File: config.mk
export PLATFORM = sky130hd
export DESIGN_NAME = gdfs_ram
export DESIGN_NICKNAME = d
export VERILOG_FILES = /design/src/rtl/core/gdfs_ram.sv
export SDC_FILE = /design/constraint.sdc
export NUM_CORES = 2
export LEC_CHECK = 0
export BUFFER_PORTS_ARGS = -buffer_cell sky130_fd_sc_hd__clkbuf_2
export CAP_MARGIN = 25
export CORE_MARGIN = 10
export CORE_UTILIZATION = 50
export DETAILED_ROUTE_END_ITERATION = 10
export GPL_TIMING_DRIVEN = 1
export PLACE_DENSITY_LB_ADDON = 0.15
export SLEW_MARGIN = 10
export SYNTH_ARGS = -nofsm -noshare
export SYNTH_HDL_FRONTEND = slang
export SYNTH_SLANG_ARGS = --single-unit
File: constraint.sdc
create_clock -name clk -period 2.8 [get_ports clk]
set_input_delay 0.56 -clock clk [delete_from_list [all_inputs] [get_ports clk]]
set_output_delay 0.56 -clock clk [all_outputs]
set_load 0.02 [all_outputs]
File: src/rtl/core/gdfs_ram.sv
// generic single write port, single read port ram with registered read
module gdfs_ram #(
  parameter int WIDTH = 8,
  parameter int DEPTH = 256
) (
  input  logic                     clk,
  input  logic                     wr_en,
  input  logic [$clog2(DEPTH)-1:0] wr_addr,
  input  logic [WIDTH-1:0]         wr_data,
  input  logic [$clog2(DEPTH)-1:0] rd_addr,
  output logic [WIDTH-1:0]         rd_data
);

  logic [WIDTH-1:0] mem [DEPTH];

  always_ff @(posedge clk) begin
    if (wr_en) begin
      mem[wr_addr] <= wr_data;
    end
    rd_data <= mem[rd_addr];
  end

endmodule

# Word level (Yosys, flattened, before mapping)
# Memory sizes are Yosys's and may differ from the RTL's. A register that Yosys moved wholly into a read port is not among the register bits.
# Cells that the tools add are included.
op_classes:
  muxes: 2
op_table:
  columns: ["operator", "n"]
  rows:
  - ["$mux 1", 2]
totals:
  ff_bits: 0
  in_bits: 26
  ramBits: 2048
  wordCells: 3
  mem_count: 1
mem_list:
  columns: ["name", "words", "word_bits", "read_ports", "rd_ports_with_merged_regs", "write_ports", "line_no", "text"]
  rows:
  - ["mem", 256, 8, 1, 1, 1, "14", "logic [WIDTH-1:0] mem [DEPTH];"]

# Logic depth before layout (Yosys ltp)
logic_depth:
  word_depth: 2
  ltp_mapped: 11
  depth_no_buf: 6

# Worst setup path before layout
# No wires, ideal clock.
synth_path:
  path_kind: "input-to-reg"
  startpoint: "input rd_addr[0]"
  endpoint: "register rd_data[2], read port of mem"
  arrival_ns: 2.367
  stages: 9
  path_slack_ns: 0.302
  required_time_ns: 2.669
  path_cell_list: "buf_6 -> buf_12 -> buf_8 -> buf_2 -> mux4_2 -> a22oi_1 -> a21oi_1 -> nor4_1 -> nor4_2"
synth_rtl:
  columns: ["item", "line_no", "text"]
  rows:
  - ["from (decl)", "10", "input logic [$clog2(DEPTH)-1:0] rd_addr,"]
  - ["to (decl)", "11", "output logic [WIDTH-1:0] rd_data"]

==> impl_metrics.csv <==
group,metric,value,unit
run_status,status,"finished clean",
yosys,ys_ff_latch,2056,
timing,fin_skew,0.0219,ns
drt,avgRoutedWirePerCell,30.3,um
placement,dp_cells,6312,
global_routing,antenna_found_initial,10,
setup_path,worstReg2RegStart,"mem[172][0]",
power_and_ir_drop,powerDensity,682,nW/um^2
floorplan,fp.coreArea,158000,um^2
min_path,holdPathEnd,"mem[102][4]",
clocking,cts_made_buffers,202,
drt,first_pass_iters,5,
global_routing,grtUsageTotal,23.2,%
placement,pre_cts_slack,-1.02,ns
final_layout,nFillCells,11353,
timing,max_freq,360,MHz
power_and_ir_drop,finalPower,64.0,mW
yosys,synth_edf_count,2048,
timing,rsz0062_at_grt,"no",
setup_path,crit_required,3.47,ns
clocking,clkSlewWorstSetupHoldPaths,0.06,ns
floorplan,start_util,50.3,%
drt,drtAntennaViolNets,0,
global_routing,overflow,0,
clocking,clockBufferDepth,3,
yosys,yosys_warnings,0,
yosys,synth_cell_types,55,
flow_run,max_cap_violations,0,
setup_path,cp.arrival,3.45,ns
clocking,cts.htree.levels,4,
placement,portBuffers,33,
timing,maxSlewViolCount,0,
drt,drc,0,
setup_path,critPathCaptureType,"register",
timing,tightestPinTransition,1.18,ns
final_layout,final_cell_mix,"2048 x edfxtp_1, 626 x buf_4, 454 x mux4_2",
clocking,cts_tree,"done",
timing,fin_setup_tns,0,ns
final_layout,layout.nets,4470,
power_and_ir_drop,p_leak,30.5,nW
floorplan,die_h,419,um
final_layout,area.growth.synth_to_final,17.9,%
yosys,synth_top_flop_cell,"edfxtp_1",
floorplan,io_pins,34,
power_and_ir_drop,ir_worst_vdd,701,uV
yosys,avgSynthCellArea,21.3,um^2
clocking,clkLatencyLatePin,0.83,ns
yosys,syn_inst,3733,
clocking,cts-root-buf,"clkbuf_16",
floorplan,die_w,419,um
yosys,seq_area_frac_synth,77.5,%
floorplan,rows,146,
setup_path,cp-start-kind,"register",
setup_path,path_max_fanout,1,
timing,slew_headroom,20.5,%
timing,hold_violations,0,
min_path,hp-start,"wr_data[4]",
placement,hpwl,134000,um
timing,min_period,2.78,ns
global_routing,grt_pass1_wl,295000,um
drt,avgViaCountPerCell,6.06,
min_path,whs_path_depth,1,
yosys,netlist_area,79600,um^2
clocking,cts.sinks,2056,
drt,vias,40523,
placement,routabilityCongestion,0.861,
global_routing,grt_max_degree,89,
setup_path,r2r_cells,6,
timing,setup_violations,0,
final_layout,final_cells,6686,
timing,timing.hold.ws,0.0825,ns
clocking,cts_hold_buf,0,
drt,routed_wl,203000,um
yosys,syn_nets,3759,
global_routing,grt_pass1_vias,41185,
setup_path,r2r-end,"rd_data[0]",
final_layout,final_common_cell,"edfxtp_1",
drt,drtIter0Drc,4641,
min_path,hold_class,"in -> reg",
timing,finalCritPeriodShare,99.2,%
setup_path,ff2ff_setup_slack,0.02,ns
timing,worst_slack,0.0215,ns
final_layout,drive_gt1_share,32.3,%
setup_path,worst-setup-path-type,"reg -> reg",
floorplan,die-area,175000,um^2
yosys,postSynth.asyncResetShare,0,%
[timing repair]
item / in CTS / in global routing
endpoints found under the setup margin: 3 / 1
resized for setup: 3 / 1
setup buffers: 0 / 0
pin swaps: 0 / 0
[registers in the layout, summed over array words and instances, names as in the netlist]
register	flops
rd_data	8
mem	2048
[metal layers]
metal	global-route usage [%]	vias up	wire [um]
li1	-	17143	-
met1	32.4	21476	82700
met2	37.5	1573	98900
met3	4.32	325	15100
met4	7.12	6	6150
met5	0	-	37
[worst max-delay path by stage]
stage                      startpoint    endpoint  slack, ns  depth (start not counted)
after global routing       rd_addr[0]  rd_data[6]       0.02                          8
after floorplan            rd_addr[0]  rd_data[2]       0.30                          9
after global placement     rd_addr[0]  rd_data[1]      -1.64                          8
after detailed placement   rd_addr[0]  rd_data[6]      -1.02                         11
final                     mem[172][0]  rd_data[0]       0.02                          6
after CTS                  rd_addr[0]  rd_data[6]       0.02                          9
[cell families (layout without fill, tap and decap cells)]
kind of cell,Yosys count,in the layout,synth area share [%]
AO/OA/AOI/OAI,385,385,3.42
buffers and inverters,235,1114,1.83
flip-flops,2056,2056,77.5
multiplexers,591,591,14.6
other,0,2,0
AND/OR/NAND/NOR,466,466,2.63
[cell usage after synthesis (2+ instances only)]
cell type  instances  share of area, %
edfxtp_1        2048                77
and3b_1            2             0.022
o221ai_1          46              0.51
a211oi_1          16              0.15
buf_6             21              0.30
buf_1             22              0.10
o21ai_1            2             0.013
nand4_1           10             0.079
mux4_2           454                13
and2_1             6             0.047
a21oi_1           96              0.60
buf_4             27              0.25
nor3_1            22              0.14
mux4_1             2             0.066
nor4_2             3             0.047
clkbuf_1         111              0.52
nand3b_1           2             0.019
nor2b_1           31              0.24
nor2_1           282               1.3
a2111oi_0          2             0.022
o21ai_0           10             0.063
a2111oi_1          2             0.025
or2_2              4             0.031
a311oi_1           2             0.022
nor4_1            24              0.19
o22a_1             5             0.055
nand2b_1           8             0.063
o22ai_1           28              0.22
o211ai_1          10             0.094
a31oi_1            2             0.016
nand3_1           34              0.21
buf_8             13              0.25
o32ai_1            4             0.044
buf_12             8              0.20
mux2i_1          134               1.7
buf_2             31              0.20
a22oi_1          133               1.3
a221oi_1          13              0.14
dfxtp_1            8              0.20
a22o_1             8             0.088
nand2_1           33              0.16
[per-stage QoR]
step,utilization (%),cell area [um^2]
floorplan,-,79600
global placement,55.2,87300
detailed placement,55.2,87400
CTS,59.3,93800
global route,59.3,93800
finish,59.3,93800
[power breakdown]
group / internal, mW / leakage, nW / switching (mW)
clock network: 15.0 / 3.12 / 11.4
logic: 1.47 / 8.92 / 2.14
registers: 33.9 / 18.5 / 0.0451
total: 50.4 / 30.5 / 13.5
[worst max-delay path, stage by stage (launching register included)]
cell	delay [ns]
edfxtp_1	0.39
mux4_2	0.46
o22a_1	0.24
o21ai_0	0.23
a2111oi_0	0.26
nor3_1	0.94
nor4_2	0.11
[area by class of cell]
cell class,instances,area [um^2],area share (%)
Multi-Input combinational cell,1442,16500,17.6
Antenna cell,2,5.00,0.00534
Tap cell,2072,2590,2.76
Clock buffer,251,5280,5.63
Sequential cell,2056,61700,65.7
Timing Repair Buffer,740,6620,7.05
Clock inverter,121,1130,1.20
Inverter,2,7.51,0.00800
(Power assumes the default switching activity.)
