**src/rtl/core/gdfs_pkg.sv**
```systemverilog
// shared types, codes and neighbour offset table for the grid depth-first search
package gdfs_pkg;

  localparam int EPOCH_W = 8;

  localparam logic [1:0] KIND_LOAD  = 2'd0;
  localparam logic [1:0] KIND_START = 2'd1;
  localparam logic [1:0] KIND_STEP  = 2'd2;

  localparam logic [2:0] ST_LOADED   = 3'd0;
  localparam logic [2:0] ST_STARTED  = 3'd1;
  localparam logic [2:0] ST_MOVED    = 3'd2;
  localparam logic [2:0] ST_GOAL     = 3'd3;
  localparam logic [2:0] ST_NOTFOUND = 3'd4;
  localparam logic [2:0] ST_IDLE     = 3'd5;

  typedef struct packed {
    logic [1:0] kind;
    logic [5:0] cell_row;
    logic [5:0] cell_col;
    logic       passable;
    logic [5:0] goal_row;
    logic [5:0] goal_col;
  } item_t;

  typedef struct packed {
    logic [5:0] pos_row;
    logic [5:0] pos_col;
    logic [3:0] pushed_count;
    logic [2:0] status;
  } result_t;

  typedef enum logic [2:0] {
    S_IDLE,
    S_CLEAR,
    S_MARK,
    S_NB_RD,
    S_NB_CHK,
    S_POP,
    S_POP_WAIT
  } state_t;

  // row offset for neighbour k: up-left, up, up-right, right, down-right, down, down-left, left
  function automatic logic signed [1:0] nb_dr(input logic [2:0] k);
    logic signed [1:0] d;
    unique case (k)
      3'd0, 3'd1, 3'd2: d = -2'sd1;
      3'd3, 3'd7:       d = 2'sd0;
      default:          d = 2'sd1;
    endcase
    return d;
  endfunction

  function automatic logic signed [1:0] nb_dc(input logic [2:0] k);
    logic signed [1:0] d;
    unique case (k)
      3'd0, 3'd6, 3'd7: d = -2'sd1;
      3'd1, 3'd5:       d = 2'sd0;
      default:          d = 2'sd1;
    endcase
    return d;
  endfunction

endpackage

```
**src/rtl/core/gdfs_nbr.sv**
```systemverilog
// shared neighbour unit: offset add, bounds compare and cell address
module gdfs_nbr #(
  parameter int MAX_SIDE = 64
) (
  input  logic [((($clog2(MAX_SIDE)) > 6) ? $clog2(MAX_SIDE) : 6)-1:0] cur_row,
  input  logic [((($clog2(MAX_SIDE)) > 6) ? $clog2(MAX_SIDE) : 6)-1:0] cur_col,
  input  logic [2:0]                                                  k,
  input  logic [((($clog2(MAX_SIDE)) > 6) ? $clog2(MAX_SIDE) : 6):0]   side,
  output logic                                                        in_bounds,
  output logic [2*$clog2(MAX_SIDE)-1:0]                               addr
);
  import gdfs_pkg::*;

  localparam int AB = $clog2(MAX_SIDE);
  localparam int CW = (AB > 6) ? AB : 6;

  logic signed [1:0] dr;
  logic signed [1:0] dc;
  logic [CW:0]       nr;
  logic [CW:0]       nc;

  always_comb begin
    dr = nb_dr(k);
    dc = nb_dc(k);
    // below zero wraps to all ones, which is never under side
    nr = {1'b0, cur_row} + {{(CW-1){dr[1]}}, dr};
    nc = {1'b0, cur_col} + {{(CW-1){dc[1]}}, dc};
    in_bounds = (nr < side) && (nc < side);
    addr = {nr[AB-1:0], nc[AB-1:0]};
  end

endmodule

```
**config.mk**
```make
export PLATFORM = sky130hd
export DESIGN_NAME = gdfs_nbr
export DESIGN_NICKNAME = d
export VERILOG_FILES = /design/src/rtl/core/gdfs_pkg.sv /design/src/rtl/core/gdfs_nbr.sv
export SDC_FILE = /design/constraint.sdc
export NUM_CORES = 1
export LEC_CHECK = 0
export BUFFER_PORTS_ARGS = -buffer_cell sky130_fd_sc_hd__buf_2
export CAP_MARGIN = 20
export CORE_MARGIN = 1
export CORE_UTILIZATION = 49
export DETAILED_ROUTE_END_ITERATION = 7
export GPL_TIMING_DRIVEN = 0
export PLACE_DENSITY = 0.83
export SLEW_MARGIN = 20
export SYNTH_ARGS = -nofsm -noshare
export SYNTH_HDL_FRONTEND = slang
export SYNTH_SLANG_ARGS = --single-unit
```
**constraint.sdc**
```tcl
create_clock -name vclk -period 5.7
set_input_delay 0.285 -clock vclk [all_inputs]
set_output_delay 0.285 -clock vclk [all_outputs]
set_load 0.005 [all_outputs]
```
# == After elaboration in Yosys (flattened, before gate mapping) ==
# Index checks and enable logic that the tools add are counted.
# totals
latchBits,0
mem_bits_rw,0
mem_count,0
rom_bits,0
output_inout_bits,13
reg_bits,0
in_bits,22
word_cells,18
# op_classes
mux,2
n_shift,0
bitwise,0
n_reduce_logical,6
n_lt_le_gt_ge,2
n_addsub,2
eq_ne,6
mul,0
n_div,0
# op_table
cell,count
$add A6 B7 Y7,2
$lt A7 B7 Y1,2
$eq A3 B3 Y1 const B,3
$pmux W2 S2,2
$eq A3 B2 Y1 const B,2
$reduce_or A3 Y1,2
$reduce_or A2 Y1,2
$eq A3 B1 Y1 const B,1
$logic_not A3 Y1,1
$logic_and A1 B1 Y1,1

# == Logic depth before layout (Yosys ltp) ==
# logic_depth
depth_word,6
depth_mapped,12
mapped_depth_nobuf,12

# == Worst setup path after synthesis ==
# OpenSTA, ideal clock, no wires.
# synth_path
kind,in2out
start,in k[1]
end,out in_bounds
stages,9
arrival_ns,2.405
path_buffers,0
required_ns,5.415
slack_ns,3.010
cell_sequence,a21oi_1 ha_1 a21o_1 a21oi_1 xnor2_1 ha_1 a211oi_1 nor2_1 a211oi_1
# synth_between
elab_chain_len,6
elab_cells_between_ends,18
classes_between,2 x add/sub; 2 x order compare; 6 x eq/ne; 2 x mux; 6 x reduce/logical
# synth_rtl
element,line,rtl
from (decl),gdfs_nbr.sv:7,"input logic [2:0] k,"
"$eq A3 B1 Y1, or another cell as far along",gdfs_pkg.sv:46,unique case (k)
$reduce_or A3 Y1 or $reduce_or A2 Y1 (tied branches),gdfs_pkg.sv:46,
$pmux W2 S2 *,gdfs_pkg.sv:46,
$add A6 B7 Y7 *,gdfs_nbr.sv:26,"nr = {1'b0, cur_row} + {{(CW-1){dr[1]}}, dr};"
named net addr[10],gdfs_nbr.sv:10,output logic [2*$clog2(MAX_SIDE)-1:0] addr
$lt A7 B7 Y1 *,gdfs_nbr.sv:28,in_bounds = (nr < side) && (nc < side);
$logic_and A1 B1 Y1 *,gdfs_nbr.sv:28,
to (decl),gdfs_nbr.sv:9,"output logic in_bounds,"
# The timed path passes the listed nets; every way through them passes the cells marked *.

# == Final worst setup path ==
# layout_path
start,in k[1]
end,out in_bounds
# layout_between
elab_chain_len,6
elab_cells_between_ends,18
classes_between,2 x add/sub; 2 x order compare; 6 x eq/ne; 2 x mux; 6 x reduce/logical
# layout_rtl
element,line
"$eq A3 B1 Y1, or another cell as far along","gdfs_pkg.sv:46, gdfs_pkg.sv:56"
"$reduce_or A3 Y1, or another cell as far along",gdfs_pkg.sv:46
$pmux W2 S2 (on tied branches),"gdfs_pkg.sv:46, gdfs_pkg.sv:56"
$add A6 B7 Y7 (on tied branches),"gdfs_nbr.sv:26, gdfs_nbr.sv:27"
$lt A7 B7 Y1,gdfs_nbr.sv:28
$logic_and A1 B1 Y1 *,gdfs_nbr.sv:28
# Mark *: on every way between the ends. The rest lies on a longest branch, timed or not.

==> metrics.md <==
| Metric | Value |
|---|---|
| Status | finished clean |
| Syn Area/Cell | 8.22 sq um |
| Initial antenna violation count | 0 |
| Area of placed instances | 976 sq um |
| Top post-synthesis cells by area | ha_1, xnor2_1, a21oi_1 |
| Hold_buf cts | 0 |
| Synth warn | 0 |
| First-pass GRT wire length | 3040 um |
| Tightest Pin Transition | 0.683 ns |
| Post-CTS Resized | 0 |
| Layout cells sized above 1 | 31.5% |
| Site Rows | 14 |
| Critical path arrival | 2.93 ns |
| Crit Path Category | primary input to primary output |
| CP Max Fanout | 7 |
| Synth top area share | 38.5% |
| Layout area overhead | 25.0% |
| Setup crit end kind | primary output |
| Cells after synthesis | 95 |
| Post-route non-filler standard cell count | 146 |
| Switching power | 0.0688 mW |
| Switch share | 50.4% |
| Via count | 801 |
| Layout Nets | 180 |
| Post-synthesis sequential area ratio | 0% |
| Hold Path Class | primary input to primary output |
| Comb power frac | 100.0% |
| Die width | 41.9 um |
| Port Buffers | 35 |
| Most frequent cells after synthesis | ha_1, inv_1, a21oi_1, xnor2_1 |
| Hold Fails Final Rpt | 0 |
| Core area | 1490 sq um |
| RSZ-0062 raised after global routing | no |
| Number of diodes | 0 |
| Netlist Area Pre-Place | 781 sq um |
| Largest net degree at the start of global routing | 8 |
| Lkg Pwr | 0.531 nW |
| Startpoint Class | primary input |
| Top-count cell post-synth | ha_1 |
| Power Density | 140 nW/um^2 |
| Die Y | 41.9 um |
| Critical path required time | 5.41 ns |
| Fill count | 126 |
| CLK BUF | 0 |
| Routed WL per cell | 11.3 um |
| FF/Latch Area | 0 sq um |
| Max Cap Viol | 0 |
| DP Cell Count | 146 |
| 1st-iter DRT viols | 3 |
| Netlist cell types | 26 |
| Post-CTS setup buffer count | 0 |
| Gp weighted congestion | 0.759 |
| Final ANT Viol Nets | 0 |
| Minimum clock period | 3.21 ns |
| Die ar. | 1760 sq um |
| Final core occ | 65.5% |
| Sequential power share | 0% |
| Initial Util | 52.4% |
| Drc violations | 0 |
| Final wirelength | 1650 um |
| Via/cell ratio | 5.49 |
| First-pass iteration count of the detailed router | 4 |
| Cell taking the most area after synthesis | ha_1 |
| Syn Nets | 143 |
| # IOs | 35 |
| DP HPWL | 1550 um |
| Vias in the first global route | 747 |
| Slew margin rel. | 54.5% |
| Gr usage total | 21.0% |
| Total grt overflow | 0 |
| Slew Viols, Final | 0 |
| Final setup TNS | 0 ns |
| P_int | 0.0676 mW |
| Maximum clock rate | 0.311 GHz |
| Flip-flop and latch count | 0 |
| Design area | 976 sq um |
| # setup viols final | 0 |
| Final worst-path cycle share | 56.4% |
| VDD IR max | 72.6 uV |
| Pwr Total | 0.136 mW |
| Clock power share | 0% |
==> final timing paths <==
path,start,end,slack [ns],depth (start not counted)
setup / recovery,k[1],in_bounds,2.49,11
hold / removal,cur_row[0],addr[6],0.88,3
==> placed cells by master (no fill, tap or decap), types with 2 or more instances in the layout <==
master,instances
o21ai_1,2
a211oi_1,4
xnor2_1,7
buf_2,35
a211oi_2,3
a21oi_2,2
nand2_1,2
inv_1,10
ha_1,24
nor2_1,4
a21o_1,5
a21oi_1,8
nand2b_1,3
o21ai_0,5
fa_1,2
o21bai_1,3
==> final cells by class <==
| type | count | area, sq um | share of cell area (%) |
|---|---|---|---|
| timing repair buffer | 35 | 175 | 17.9 |
| multi-input combinational | 85 | 743 | 76.2 |
| inverter | 10 | 37.5 | 3.85 |
| tap | 16 | 20.0 | 2.05 |
==> metal layers <==
layer  global-route usage [%]  routed length, um  vias to the layer above
li1                         -                  -                      422
met3                        0                 60                        0
met2                     41.6                886                       21
met4                        0                  0                        0
met5                        0                  0                        -
met1                     26.5                705                      358
==> stage by stage <==
step | setup WS (ns) | hold slack [ns]
6_report | 2.49 | 0.885
4_1_cts | 2.44 | 0.889
2_1_floorplan | 3.01 | 0.698
5_1_grt | 2.27 | 0.893
3_5_place_dp | 2.46 | 0.888
3_3_place_gp | 2.55 | 0.881
==> critical path, cell delays in order <==
cell	delay, ns
buf_2	0.13
a21oi_1	0.56
ha_1	0.42
a21o_1	0.20
a21oi_1	0.18
xnor2_1	0.18
ha_1	0.29
a211oi_1	0.21
nor2_1	0.08
a211oi_1	0.23
buf_2	0.15
==> power groups by stage <==
stage	clock network [mW]	registers [mW]	logic (mW)
6_report	0	0	0.136
5_1_grt	0	0	0.158
4_1_cts	0	0	0.138
3_5_place_dp	0	0	0.138
3_3_place_gp	0	0	0.132
2_1_floorplan	0	0	0.0935
==> kinds of logic after synthesis <==
logic type	synth area share, %
AO/OA/AOI/OAI	33.2
adder cells (fa/ha/maj)	43.6
AND/OR/NAND/NOR	9.46
buffers and inverters	4.81
XOR/XNOR	8.97
No activity file was read; power rests on OpenSTA's default activity.
